File: src/rtl/fct_pkg.sv
// ----------------------------------------------------------------------------
// fct_pkg
// Shared types and constants of the frustum cull test: plane register layout,
// test codes and per-plane result flags.
// ----------------------------------------------------------------------------
package fct_pkg;

	localparam int NUM_PLANES    = 6;
	localparam int COEF_BITS     = 16;
	localparam int RADIUS_BITS   = 15;
	localparam int CFG_IDX_BITS  = 3;
	localparam int CFG_DATA_BITS = 64;

	// test kinds
	typedef enum logic [1:0] {
		OP_POINT  = 2'd0,
		OP_BOX    = 2'd1,
		OP_SPHERE = 2'd2
	} fct_op_t;

	// plane register: d in the top 16 bits, a in the low 16
	typedef struct packed {
		logic signed [COEF_BITS-1:0] d;
		logic signed [COEF_BITS-1:0] c;
		logic signed [COEF_BITS-1:0] b;
		logic signed [COEF_BITS-1:0] a;
	} fct_plane_t;

	// per-plane outcome of one distance
	typedef struct packed {
		logic above;    // distance strictly positive
		logic near;     // distance at or above minus the scaled radius
	} fct_flags_t;

endpackage

File: src/rtl/fct_plane_lane.sv
// ----------------------------------------------------------------------------
// fct_plane_lane
// One plane of the cull test: products, per-axis corner pick, distance sum
// and the two sign flags. Three pipeline registers, all held by en.
// ----------------------------------------------------------------------------
module fct_plane_lane
	import fct_pkg::*;
#(
	parameter int COORD_BITS = 16,
	parameter int FRAC_BITS  = 14
) (
	input  logic                          clk,
	input  logic                          en,
	input  fct_plane_t                    plane,
	input  logic signed [COORD_BITS-1:0]  x1,
	input  logic signed [COORD_BITS-1:0]  y1,
	input  logic signed [COORD_BITS-1:0]  z1,
	input  logic signed [COORD_BITS-1:0]  x2,
	input  logic signed [COORD_BITS-1:0]  y2,
	input  logic signed [COORD_BITS-1:0]  z2,
	input  logic                          is_box_s1,
	input  logic        [RADIUS_BITS-1:0] radius_s3,
	output fct_flags_t                    flags_s3
);

	localparam int PW = COEF_BITS + COORD_BITS;
	localparam int MW = (COORD_BITS > FRAC_BITS) ? COORD_BITS : FRAC_BITS;
	localparam int DW = MW + COEF_BITS + 2;
	localparam int RW = RADIUS_BITS + FRAC_BITS;

	logic signed [PW-1:0] px1_s1, py1_s1, pz1_s1;
	logic signed [PW-1:0] px2_s1, py2_s1, pz2_s1;
	logic signed [PW-1:0] tx_s2, ty_s2, tz_s2;
	logic signed [DW-1:0] dist_s3;
	logic signed [DW-1:0] d_ext;
	logic        [RW-1:0] rad_scaled;
	logic signed [DW:0]   near_sum;

	// stage 1: six products
	always_ff @(posedge clk) begin
		if (en) begin
			px1_s1 <= PW'(plane.a) * PW'(x1);
			py1_s1 <= PW'(plane.b) * PW'(y1);
			pz1_s1 <= PW'(plane.c) * PW'(z1);
			px2_s1 <= PW'(plane.a) * PW'(x2);
			py2_s1 <= PW'(plane.b) * PW'(y2);
			pz2_s1 <= PW'(plane.c) * PW'(z2);
		end
	end

	// stage 2: the farthest corner in front is the per-axis maximum
	always_ff @(posedge clk) begin
		if (en) begin
			tx_s2 <= (is_box_s1 && (px2_s1 > px1_s1)) ? px2_s1 : px1_s1;
			ty_s2 <= (is_box_s1 && (py2_s1 > py1_s1)) ? py2_s1 : py1_s1;
			tz_s2 <= (is_box_s1 && (pz2_s1 > pz1_s1)) ? pz2_s1 : pz1_s1;
		end
	end

	// stage 3: distance scaled by 2^FRAC_BITS
	assign d_ext = DW'(plane.d) <<< FRAC_BITS;

	always_ff @(posedge clk) begin
		if (en) begin
			dist_s3 <= DW'(tx_s2) + DW'(ty_s2) + DW'(tz_s2) + d_ext;
		end
	end

	assign rad_scaled = RW'(radius_s3) << FRAC_BITS;
	assign near_sum   = (DW+1)'(dist_s3) + $signed((DW+1)'(rad_scaled));

	assign flags_s3.above = !dist_s3[DW-1] && (|dist_s3);
	assign flags_s3.near  = !near_sum[DW];

endmodule

File: config.mk
export PLATFORM = sky130hd
export DESIGN_NAME = fct_plane_lane
export DESIGN_NICKNAME = d
export VERILOG_FILES = /design/src/rtl/fct_pkg.sv /design/src/rtl/fct_plane_lane.sv
export SDC_FILE = /design/constraint.sdc
export NUM_CORES = 2
export LEC_CHECK = 0
export ABC_CLOCK_PERIOD_IN_PS = 8070
export BUFFER_PORTS_ARGS = -buffer_cell sky130_fd_sc_hd__buf_2
export CELL_PAD_IN_SITES_DETAIL_PLACEMENT = 0
export CELL_PAD_IN_SITES_GLOBAL_PLACEMENT = 1
export CORE_MARGIN = 2
export CORE_UTILIZATION = 40
export CTS_CLUSTER_DIAMETER = 60
export DETAILED_ROUTE_END_ITERATION = 10
export PLACE_DENSITY = 0.77
export SLEW_MARGIN = 40
export SYNTH_ARGS = -nofsm -noshare
export SYNTH_HDL_FRONTEND = slang
export SYNTH_SLANG_ARGS = --single-unit
File: constraint.sdc
create_clock -name clk -period 8.07 [get_ports clk]
set_input_delay 1.2105 -clock clk [delete_from_list [all_inputs] [get_ports clk]]
set_output_delay 1.2105 -clock clk [all_outputs]
set_load 0.1 [all_outputs]
* Word level (Yosys, flattened, before mapping)
Cells that the tools add are included.
Word-level totals: bits of input ports 178, word-level logic and storage cells 33, bits in registers 322, output and inout bits 2
Cells by class: add/sub/neg operators 4, $lt $le $gt $ge 3, mux-type cells 3, multipliers 6, reduce and logical (&&, ||, !) cells 7
Operators with widths (number):
- multiplier 16 x 16 -> 32 bit | 6
- greater-than comparator 32 bit | 3
- 2-to-1 mux 32 bit | 3
- adder 34 x 30 -> 35 bit | 1
- adder 33 x 32 -> 34 bit | 1
- adder 34 x 30 -> 34 bit | 1
- OR reduction 34 bit | 1
- adder 32 x 32 -> 33 bit | 1
- logical AND 1 bit | 4
- logical NOT 1 bit | 2

* Longest topological paths before layout
depth after elaboration 3, depth in mapped cells 24, gate-level depth less buffers 23

* Worst setup path after synthesis
OpenSTA, ideal clock, no wires.
kind input port to flip-flop, start point input z2[7], end point register pz2_s1[31] (data pin), buffers on the path 1, required time 7806 ps, stages on the path 23, library setup time 264 ps, setup slack 986 ps, data arrival time 6820 ps, cell sequence clkbuf_1 > nand2_1 > fa_1 > inv_1 > fa_1 > inv_1 > fa_1 > inv_1 > fa_1 > fa_1 > inv_1 > fa_1 > inv_1 > ha_1 > and3_1 > a31oi_1 > o21ai_0 > a21o_1 > a221o_1 > and3_1 > o41ai_2 > mux2i_1 > nor2_1
On the way: word-level cells in the longest chain between the ends 1
RTL lines:
- start, declared | RTL line fct_plane_lane.sv:20 | input logic signed [COORD_BITS-1:0] z2,
- multiplier 16 x 16 -> 32 bit | RTL line fct_plane_lane.sv:47 | pz2_s1 <= PW'(plane.c) * PW'(z2);
- end signal, assigned | RTL line fct_plane_lane.sv:47
- end, declared | RTL line fct_plane_lane.sv:32 | logic signed [PW-1:0] px2_s1, py2_s1, pz2_s1;
No other way between the ends. A chain may end at the register's enable or synchronous reset.

* Worst setup path in the final report
start point input plane[47] (netlist bit), end point register pz2_s1[30] (data pin)
On the way: word-level cells in the longest chain between the ends 1
RTL lines:
- start, declared | RTL line fct_plane_lane.sv:14 | input fct_plane_t plane,
- multiplier 16 x 16 -> 32 bit | RTL line fct_plane_lane.sv:47
No other way between the ends.

==> flow_summary.ini <==
[placement]
gp_congestion = 0.870
dp_hpwl_microns = 155000
numPortBuffers = 179

[drt]
wl_microns = 188000
initialDrtViolationCount = 3273
dr.pass1.iters = 5
vias = 53000
route.detailed.drc = 0
viasPerCell = 5.07
ant_nets = 0
wire_per_inst_microns = 18.0

[synthesis]
synth_top_area_share_pct = 42.4
synth_flop_cell = edfxtp_1
netlist_area_sq_um = 76700
synth_most_common_cell = inv_1
yosysTopAreaCell = fa_1
synth-edff-count = 322
yosys_warnings = 0
syn_inst = 7870
yosys-top-cells-count = inv_1 (1,822), fa_1 (1,624), nand2_1 (835)
synth_nets = 10300
synth.distinct_cells = 74
avgSynthCellArea_sq_um = 9.75
ys_async_sr_fraction_pct = 0
synth.area.top_cells = fa_1 (42%), edfxtp_1 (13%), ha_1 (11%)
synth-seq-cells = 322
ys_seq_area_share_pct = 12.6

[die]
dieArea_sq_um = 195000
initial_utilization_pct = 40.3
ioPinCount = 180
rows = 160
core_sq_um = 190000
fp.dieW_microns = 442
chipHeight_microns = 442

[setup_path]
crit_type = input port to flip-flop
rrSetupSlack_ps = 3600
crit_path_end_kind = flip-flop
startpoint_type = input port
arrival_ps = 7570
r2r_start = pz1_s1[31]$_DFFE_PP_
r2r_cells = 13
rr_endpoint = tz_s2[15]$_DFFE_PP_
timing.critical_path.from = plane[47]
crit_required_ps = 8410
cp_max_fo = 21

[timing]
max_slew.worst_pin.slew_ps = 864
slew_viol_final = 0
fmax_mhz = 138
finalCriticalPeriod_ps = 7230
hold_slack_ps = 577
relSlewSlack_pct = 42.1
period_share_pct = 89.6
fin_tns_setup_ps = 0
hold_viol_final = 0
rsz0062_at_grt = no
setup_viol = 0
finClkSkew_ps = 45.7

[run]
max_cap_violations = 0

[worst_hold_path]
min_to = tx_s2[21]$_DFFE_PP_
worstHoldPathCells = 1
hold_class = flip-flop to flip-flop
min-delay-start = px1_s1[21]$_DFFE_PP_

[clocking]
cts-resized-gates = 0
post-cts-setup-buffer-count = 0
cts_tree = yes
cts.sinks = 322
clock-root-buffer = clkbuf_16
path_clk_slew_ps = 60
clk_latency_ps = 600
cts_buffer_depth = 3
hold_buffers = 0
cts-buffers-inserted = 41
htree_levels = 2

[grt]
track_usage_pct = 19.9
grt_pass1_wl_microns = 311000
grt-ovfl-total = 0
grt_start_max_net_pins = 92
antenna_found_initial = 23
grt_pass1_vias = 57500

[run_status]
outcome = finished clean

[layout]
fillerInstances = 18300
final_layout_size_suffix_gt1_share_pct = 5.47
nets = 10300
syn2layout_area_growth_pct = 6.72
==> cell type report <==
class / count / area (sq um) / share of cell area (%)
Tap cell: 2511 / 3140 / 3.84
Clock buffer: 45 / 1060 / 1.30
Inverter: 1822 / 6840 / 8.35
Timing Repair Buffer: 273 / 1680 / 2.06
Antenna cell: 22 / 55.1 / 0.0672
Multi-Input combinational cell: 5431 / 59100 / 72.2
Sequential cell: 322 / 9670 / 11.8
Clock inverter: 27 / 292 / 0.356
==> flip-flops by register name (all words and copies together), names as in the netlist <==
register and cells:
dist_s3 34, px1_s1 32, px2_s1 32, py1_s1 32, py2_s1 32, pz1_s1 32, pz2_s1 32, tx_s2 32
ty_s2 32, tz_s2 32
==> logic make-up after synthesis <==
kind of cell | count (synthesis) | synth area share (%)
simple gates | 2124 | 13.9
compound gates | 701 | 6.09
mux | 98 | 1.38
xor+xnor | 238 | 2.72
fa+ha+maj | 2270 | 52.9
flops | 322 | 12.6
buf+inv | 2117 | 10.4
==> metrics by stage <==
stage | setup WS, ps | util [%] | instance area, sq um | cells
after floorplan | 986 | - | 76700 | 7870
after global placement | 344 | 42.2 | 80400 | 10400
after detailed placement | 249 | 42.3 | 80500 | 10400
after CTS | 854 | 43.0 | 81800 | 10400
after global routing | 460 | 43.0 | 81900 | 10500
final | 840 | 43.0 | 81900 | 10500
==> routing by layer <==
metal  GRT usage [%]  share of wire, %
met5               0                 0
met3            1.73               4.4
met2            33.0                48
met1            27.4                44
met4            6.76               3.6
==> cells in the final DEF (no fill, tap or decap), drive strengths merged, types with 125 or more instances in the layout <==
cell type  Yosys  layout
o21ai        128     128
nand2        835     835
and2         740     740
xnor2        178     178
buf           16     273
nor2         189     189
edfxtp       322     322
a21oi        191     191
fa          1624    1624
a21o         125     125
ha           646     646
inv         1822    1829
==> critical path, cell delays in order <==
cell and delay [ps]:
buf_2 410, nand2_1 180, inv_1 170, fa_1 540, fa_1 930, fa_1 540, fa_1 500, fa_1 490
inv_1 50, fa_1 470, inv_1 40, ha_1 350, a21o_1 190, a21o_1 210, a21o_1 180, a21o_1 190
a2111oi_0 360, a21oi_1 180, a211oi_1 270, xnor2_1 100
==> worst max path at each step <==
stage,depth (start not counted),to
final,20,pz2_s1[30]$_DFFE_PP_
after global routing,21,pz1_s1[31]$_DFFE_PP_
after CTS,20,pz1_s1[31]$_DFFE_PP_
after detailed placement,20,pz1_s1[31]$_DFFE_PP_
after global placement,22,px1_s1[31]$_DFFE_PP_
after floorplan,23,pz2_s1[31]$_DFFE_PP_
Power is not shown: default switching activity piles up to over one toggle a cycle in this logic, so the estimate is an artifact.
